==> src/hw/rtl/quoted_list_tokenizer_unit_assert.svh <==
// ----------------------------------------------------------------------------
// Quoted list tokenizer assertion macros
// Shared concurrent assertion forms, clocked on clk and disabled in reset.
// ----------------------------------------------------------------------------
`ifndef QUOTED_LIST_TOKENIZER_UNIT_ASSERT_SVH
`define QUOTED_LIST_TOKENIZER_UNIT_ASSERT_SVH

// Same-cycle implication.
`define QLT_ASSERT_IMP(label, ante, cons) \
	label: assert property (@(posedge clk) disable iff (!arst_n) (ante) |-> (cons)) \
		else $error("quoted list tokenizer check failed");

// Next-cycle implication.
`define QLT_ASSERT_NXT(label, ante, cons) \
	label: assert property (@(posedge clk) disable iff (!arst_n) (ante) |=> (cons)) \
		else $error("quoted list tokenizer check failed");

`endif

==> src/hw/rtl/qlt_pkg.sv <==
// ----------------------------------------------------------------------------
// Quoted list tokenizer package
// Byte codes, parser mode codes, result types and the per-byte step helpers.
// ----------------------------------------------------------------------------
package qlt_pkg;

	localparam logic [7:0] QUOTE_BYTE = 8'h22;
	localparam logic [7:0] TERM_BYTE  = 8'h00;
	localparam logic [7:0] SEP_RESET  = 8'd44;

	// Parser mode codes.
	localparam logic [2:0] MODE_START  = 3'd0;
	localparam logic [2:0] MODE_NEXT   = 3'd1;
	localparam logic [2:0] MODE_PLAIN  = 3'd2;
	localparam logic [2:0] MODE_QUOTED = 3'd3;
	localparam logic [2:0] MODE_QSEEN  = 3'd4;
	localparam logic [2:0] MODE_AFTER  = 3'd5;
	localparam logic [2:0] MODE_ERROR  = 3'd6;

	// One result word.
	typedef struct packed {
		logic [7:0] char_out;
		logic       char_valid;
		logic       token_end;
		logic       list_end;
		logic       error_flag;
	} res_t;

	// Outcome of one byte: next mode, whether a word is produced, and the word.
	typedef struct packed {
		logic [2:0] mode;
		logic       has;
		res_t       res;
	} step_t;

	function automatic logic is_blank(input logic [7:0] b);
		return (b == 8'h20) || (b == 8'h09) || (b == 8'h0A) || (b == 8'h0D) || (b == 8'h0C);
	endfunction

	// Error at byte b: report it; end the list if b is the terminator, else wait.
	function automatic step_t fail_step(input logic [7:0] b);
		step_t s;
		s = '0;
		s.has = 1'b1;
		s.res.error_flag = 1'b1;
		if (b == TERM_BYTE) begin
			s.mode = MODE_START;
			s.res.list_end = 1'b1;
		end else begin
			s.mode = MODE_ERROR;
		end
		return s;
	endfunction

	// Byte after a complete name, trailing whitespace allowed.
	function automatic step_t after_step(input logic [7:0] b, input logic [7:0] sep);
		step_t s;
		s = '0;
		if (b == TERM_BYTE) begin
			s.mode = MODE_START;
			s.has = 1'b1;
			s.res.token_end = 1'b1;
			s.res.list_end = 1'b1;
		end else if (is_blank(b)) begin
			s.mode = MODE_AFTER;
		end else if (b == sep) begin
			s.mode = MODE_NEXT;
			s.has = 1'b1;
			s.res.token_end = 1'b1;
		end else begin
			s = fail_step(b);
		end
		return s;
	endfunction

	// Byte where a name is expected.
	function automatic step_t start_step(input logic [7:0] b, input logic [7:0] sep,
			input logic first);
		step_t s;
		s = '0;
		if (b == TERM_BYTE) begin
			if (first) begin
				s.mode = MODE_START;
				s.has = 1'b1;
				s.res.list_end = 1'b1;
			end else begin
				s = fail_step(b);
			end
		end else if (is_blank(b)) begin
			s.mode = first ? MODE_START : MODE_NEXT;
		end else if (b == QUOTE_BYTE) begin
			s.mode = MODE_QUOTED;
		end else if (b == sep) begin
			s = fail_step(b);
		end else begin
			s.mode = MODE_PLAIN;
			s.has = 1'b1;
			s.res.char_out = b;
			s.res.char_valid = 1'b1;
		end
		return s;
	endfunction

endpackage

==> src/hw/rtl/quoted_list_tokenizer_unit.sv <==
// ----------------------------------------------------------------------------
// Quoted list tokenizer unit
// Splits a zero-terminated byte string into names at a separator byte,
// handling blanks around names and double-quoted names with doubled quotes.
// ----------------------------------------------------------------------------
// Usage:
//   Bytes enter on the s_* channel, one word per byte, s_tdata is the byte.
//   A zero byte ends the string. Each byte gives zero or one result word on
//   the m_* channel: m_tdata is the name character, m_tuser holds char_valid,
//   token_end and error_flag, and m_tlast marks the end of the list.
//   On error_flag the consumer drops the characters of the whole list.
//   The separator is written on cfg_valid/cfg_data while the block is idle;
//   cfg_ready is always high.
// Timing:
//   A byte is held in the input register, and its result word is loaded
//   into the output register once that register is free or being read.
//   One byte is taken every cycle while result words are taken; the
//   single parser state register sets that rate.
// Reset and stall:
//   Reset empties both registers, sets the parser to the start of a string
//   and the separator to a comma. While the output word waits, the byte in
//   the input register holds and s_tready falls until the word is taken.
// ----------------------------------------------------------------------------
module quoted_list_tokenizer_unit
	import qlt_pkg::*;
(
	input  logic       clk,
	input  logic       arst_n,
	// Configuration: separator byte.
	input  logic       cfg_valid,
	output logic       cfg_ready,
	input  logic [7:0] cfg_data,
	// Input bytes. s_tdata: [7:0] in_byte.
	input  logic       s_tvalid,
	output logic       s_tready,
	input  logic [7:0] s_tdata,
	// Results. m_tdata: [7:0] char_out.
	output logic       m_tvalid,
	input  logic       m_tready,
	output logic [7:0] m_tdata,
	// m_tuser: [0] char_valid, [1] token_end, [2] error_flag.
	output logic [2:0] m_tuser,
	output logic       m_tlast
);

	logic [7:0] sep_q;
	logic [2:0] mode_q;
	logic       byte_vld_s1;
	logic [7:0] byte_s1;
	logic       out_vld_q;
	res_t       out_q;
	logic       advance;
	step_t      step;

	assign cfg_ready = 1'b1;

	// Separator register.
	always_ff @(posedge clk or negedge arst_n) begin
		if (!arst_n) begin
			sep_q <= SEP_RESET;
		end else if (cfg_valid) begin
			sep_q <= cfg_data;
		end
	end

	// The held byte moves on when the output register is free or being read.
	assign advance  = byte_vld_s1 && (!out_vld_q || m_tready);
	assign s_tready = !byte_vld_s1 || advance;

	// Input register.
	always_ff @(posedge clk or negedge arst_n) begin
		if (!arst_n) begin
			byte_vld_s1 <= 1'b0;
		end else if (s_tready) begin
			byte_vld_s1 <= s_tvalid;
		end
	end

	always_ff @(posedge clk) begin
		if (s_tready && s_tvalid) begin
			byte_s1 <= s_tdata;
		end
	end

	// Parser step for the held byte.
	always_comb begin
		step = '0;
		step.mode = mode_q;
		case (mode_q)
			MODE_NEXT: begin
				step = start_step(byte_s1, sep_q, 1'b0);
			end
			MODE_PLAIN: begin
				if (byte_s1 == TERM_BYTE || is_blank(byte_s1) || byte_s1 == sep_q) begin
					step = after_step(byte_s1, sep_q);
				end else begin
					step.has = 1'b1;
					step.res.char_out = byte_s1;
					step.res.char_valid = 1'b1;
				end
			end
			MODE_QUOTED: begin
				if (byte_s1 == TERM_BYTE) begin
					step = fail_step(byte_s1);
				end else if (byte_s1 == QUOTE_BYTE) begin
					step.mode = MODE_QSEEN;
				end else begin
					step.has = 1'b1;
					step.res.char_out = byte_s1;
					step.res.char_valid = 1'b1;
				end
			end
			MODE_QSEEN: begin
				if (byte_s1 == QUOTE_BYTE) begin
					step.mode = MODE_QUOTED;
					step.has = 1'b1;
					step.res.char_out = QUOTE_BYTE;
					step.res.char_valid = 1'b1;
				end else begin
					step = after_step(byte_s1, sep_q);
				end
			end
			MODE_AFTER: begin
				step = after_step(byte_s1, sep_q);
			end
			MODE_ERROR: begin
				if (byte_s1 == TERM_BYTE) begin
					step.mode = MODE_START;
					step.has = 1'b1;
					step.res.list_end = 1'b1;
					step.res.error_flag = 1'b1;
				end
			end
			default: begin
				step = start_step(byte_s1, sep_q, 1'b1);
			end
		endcase
	end

	// Parser mode register.
	always_ff @(posedge clk or negedge arst_n) begin
		if (!arst_n) begin
			mode_q <= MODE_START;
		end else if (advance) begin
			mode_q <= step.mode;
		end
	end

	// Output register.
	always_ff @(posedge clk or negedge arst_n) begin
		if (!arst_n) begin
			out_vld_q <= 1'b0;
		end else if (advance && step.has) begin
			out_vld_q <= 1'b1;
		end else if (m_tready) begin
			out_vld_q <= 1'b0;
		end
	end

	always_ff @(posedge clk) begin
		if (advance && step.has) begin
			out_q <= step.res;
		end
	end

	assign m_tvalid = out_vld_q;
	assign m_tdata  = out_q.char_out;
	assign m_tuser  = {out_q.error_flag, out_q.token_end, out_q.char_valid};
	assign m_tlast  = out_q.list_end;

	// Checks.
`include "quoted_list_tokenizer_unit_assert.svh"

	// A character word carries no end or error marks.
	`QLT_ASSERT_IMP(a_char_alone, m_tvalid && m_tuser[0], !m_tlast && m_tuser[2:1] == 2'b00)
	// Words without a character carry a zero byte.
	`QLT_ASSERT_IMP(a_char_zero, m_tvalid && !m_tuser[0], m_tdata == 8'h00)
	// A list end returns the parser to the start of a string.
	`QLT_ASSERT_NXT(a_list_restart, advance && step.has && step.res.list_end,
		mode_q == MODE_START)
	// In error mode the only word is the final error and list end.
	`QLT_ASSERT_IMP(a_error_quiet, advance && mode_q == MODE_ERROR && step.has,
		step.res.list_end && step.res.error_flag)

endmodule
==> config.mk <==
export PLATFORM = sky130hd
export DESIGN_NAME = quoted_list_tokenizer_unit
export DESIGN_NICKNAME = d
export VERILOG_FILES = /design/src/hw/rtl/qlt_pkg.sv /design/src/hw/rtl/quoted_list_tokenizer_unit.sv
export VERILOG_INCLUDE_DIRS = /design/src /design/src/hw/rtl
export SDC_FILE = /design/constraint.sdc
export NUM_CORES = 1
export LEC_CHECK = 0
export ABC_AREA = 1
export ABC_CLOCK_PERIOD_IN_PS = 2300
export BUFFER_PORTS_ARGS = -buffer_cell sky130_fd_sc_hd__buf_2
export CAP_MARGIN = 10
export CORE_ASPECT_RATIO = 0.9
export CORE_UTILIZATION = 40
export CTS_CLUSTER_DIAMETER = 60
export DETAILED_ROUTE_END_ITERATION = 8
export PLACE_DENSITY_LB_ADDON = 0.2
export SLEW_MARGIN = 20
export SYNTH_ARGS = -nofsm -noshare
export SYNTH_HDL_FRONTEND = slang
export SYNTH_SLANG_ARGS = --single-unit
==> constraint.sdc <==
create_clock -name clk -period 2.3 [get_ports clk]
set_clock_uncertainty 0.05 [all_clocks]
set_input_delay 0.46 -clock clk [delete_from_list [all_inputs] [get_ports clk]]
set_output_delay 0.46 -clock clk [all_outputs]
set_load 0.03 [all_outputs]
==> flow_metrics.tcl <==
set metrics [dict create \
    n_antenna_cell 0 \
    synthTopCellsByArea "edfxtp_1 (32%), dfrtp_1 (14%), nand2_1 (12%), inv_1 (5.3%), dfstp_2 (4.3%)" \
    gr-total-overflow 0 \
    num_io_pins 36 \
    antenna_found_initial 0 \
    fp-row-count 23 \
    final_cell_mix "nand2_1 (59), buf_2 (34), inv_1 (26)" \
    wl_mm 3.46 \
    synthesis.area_mm2 0.00185 \
    fmax_ghz 0.505 \
    leakage_nw 1.11 \
    route.detailed.drc 0 \
    core_mm2 0.00443 \
    max_slew_margin_pct 65.4 \
    drive_gt1_share_pct 32.7 \
    final_common_cell "nand2_1" \
    die_y_um 66.5 \
    synth_top_area_share_pct 32.5 \
    wl_per_cell_um 10.9 \
    ys_seq_elements 33 \
    r2r_cells 9 \
    crit_required_ns 2.18 \
    nets 274 \
    cap_violations 0 \
    path_clk_slew_ns 0.07 \
    track_usage_pct 16.7 \
    routabilityCongestion 0.933 \
    via_per_inst 4.47 \
    setup_viol 0 \
    die_area_mm2 0.00490 \
    p_per_area_mw_per_mm2 1250 \
    grt_pass1_wl_mm 5.95 \
    synth_warnings 0 \
    hold_violations 0 \
    start_kind "register" \
    clock_path_buffers 2 \
    worst_setup_path_end_kind "register" \
    critPathMaxFanout 12 \
    grt_pass1_vias 1305 \
    regArea_um2 930 \
    drv_slew 0 \
    nFillCells 445 \
    die_w_um 73.7 \
    port_buffers 34 \
    rsz0062_at_grt "no" \
    drtPass1Iterations 4 \
    area_growth_pct 18.9 \
    cts_buffers 5 \
    postCtsHoldBufs 0 \
    ys_seq_area_share_pct 50.3 \
    grt_max_degree 14 \
    clk_latency_ns 0.28 \
    vias 1411 \
    fin_crit_ns 1.98 \
    root_buffer "clkbuf_8" \
    worstPathArrival_ns 1.86 \
    multi_input_area_um2 767 \
    drt_iter0_markers 78 \
    period_share_pct 86.1 \
    drtAntennaViolNets 0 \
    outcome "finished clean" \
    dp_hpwl_mm 2.72 \
    cts_tree "built" \
    ctsResizeCount 0 \
    synth_cells 214 \
    hp-class "in2async" \
    worstSetupPathType "reg2reg" \
    yosysTopAreaCell "edfxtp_1" \
    cts_num_sinks 33 \
    cts_setup_buffers 0 \
    cts.htree.levels 2 \
    synth.distinct_cells 32 \
    hold_ws_ns 0.00744 \
    vdd_drop_max_v 0.000530 \
    syn_area_per_cell_um2 8.64 \
    fin_tns_setup_ns 0 \
    syn-num-nets 235 \
    tightest_slew_ns 0.515 \
    start_util_pct 41.7 \
]
-- worst max-delay path: stages (launching register included) --
cell	delay [ns]
edfxtp_1	0.43
inv_2	0.11
nand2_2	0.09
nor2_4	0.14
nand4_2	0.17
o211ai_1	0.12
a21oi_1	0.06
nand2_1	0.07
nand2_1	0.07
inv_1	0.33
-- path summary, 6_finish.rpt --
path | from | to | slack (ns)
worst max-delay path | byte_s1[7]$_DFFE_PP_ | m_tdata[2]$_DFFE_PP_ | 0.32
worst min-delay path | arst_n | mode_q[0]$_DFFE_PN0P_ | 0.007
worst min register to register | sep_q[5]$_DFFE_PN1P_ | sep_q[5]$_DFFE_PN1P_ | 0.46
max in group asynchronous | arst_n | sep_q[5]$_DFFE_PN1P_ | 1.90
min in group clk | s_tdata[6] | byte_s1[6]$_DFFE_PP_ | 0.30
worst max register to register | byte_s1[7]$_DFFE_PP_ | m_tdata[2]$_DFFE_PP_ | 0.32
-- stage by stage --
stage / area (um^2) / total power, W / worst slack, ns / std cells / utilization (%)
5_1_grt: 2200 / 0.00296 / 0.133 / 316 / 49.6
4_1_cts: 2200 / 0.00277 / 0.303 / 316 / 49.6
3_5_place_dp: 2090 / 0.00222 / 0.328 / 308 / 47.1
2_1_floorplan: 1850 / 0.00194 / 0.547 / 214 / -
3_3_place_gp: 2090 / 0.00224 / 0.332 / 308 / 47.1
6_report: 2200 / 0.00275 / 0.320 / 316 / 49.6
-- power breakdown --
part	switching [W]	total [W]	internal, W
Combinational	0.000856	0.00124	0.000385
Sequential	0.0000858	0.000966	0.000880
Clock	0.000214	0.000539	0.000325
-- Yosys cell counts --
library cell  instances
a21oi_2               1
conb_1                1
nor3_1                1
nand2_4               3
dfstp_2               3
buf_4                 1
a21boi_0              1
o21ai_1               1
nor2_1               19
xnor2_1               3
inv_4                 1
nand4_1               1
inv_1                26
nor2_4                4
nand3_2               2
nand3_1              15
a21oi_1               4
nor2_8                1
mux2_2                3
edfxtp_1             20
o211ai_1              1
nand2_1              59
nand4_2               2
nor2_2                4
clkinv_1              1
o2111ai_1             1
nor3b_4               1
nand2_2               7
dfrtp_1              10
inv_2                 9
o21ai_0               7
clkbuf_1              1
-- final cells by class --
type / count / area share (%)
well taps: 62 / 3.53
inverters: 37 / 6.43
clock buffers: 5 / 3.13
flip-flops and latches: 33 / 42.3
repair buffers: 34 / 7.74
multi-input cells: 142 / 34.9
clock inverters: 3 / 2.05
-- state kept, by name, summed over array words and instances (netlist names) --
register / cells
sep_q: 8
byte_vld_s1: 1
mode_q: 3
m_tdata: 8
m_tlast: 1
m_tuser: 3
byte_s1: 8
m_tvalid: 1
-- routing by layer --
layer  up-vias  global-route usage [%]  wire length [um]
met3         5                    4.54               230
met5         -                       0                 0
met2        51                    22.0              1360
met1       601                    24.2              1820
li1        754                       -                 -
met4         0                    9.38                48
-- cell families after synthesis --
logic type      count (synthesis)  synth area share, %
flops                          33                 50.3
buf+inv                        39                 8.25
mux                             3                 1.83
compound gates                 16                 5.01
simple gates                  119                 33.0
xor+xnor                        3                 1.42
other cells                     1                0.203
(Power assumes the default switching activity.)
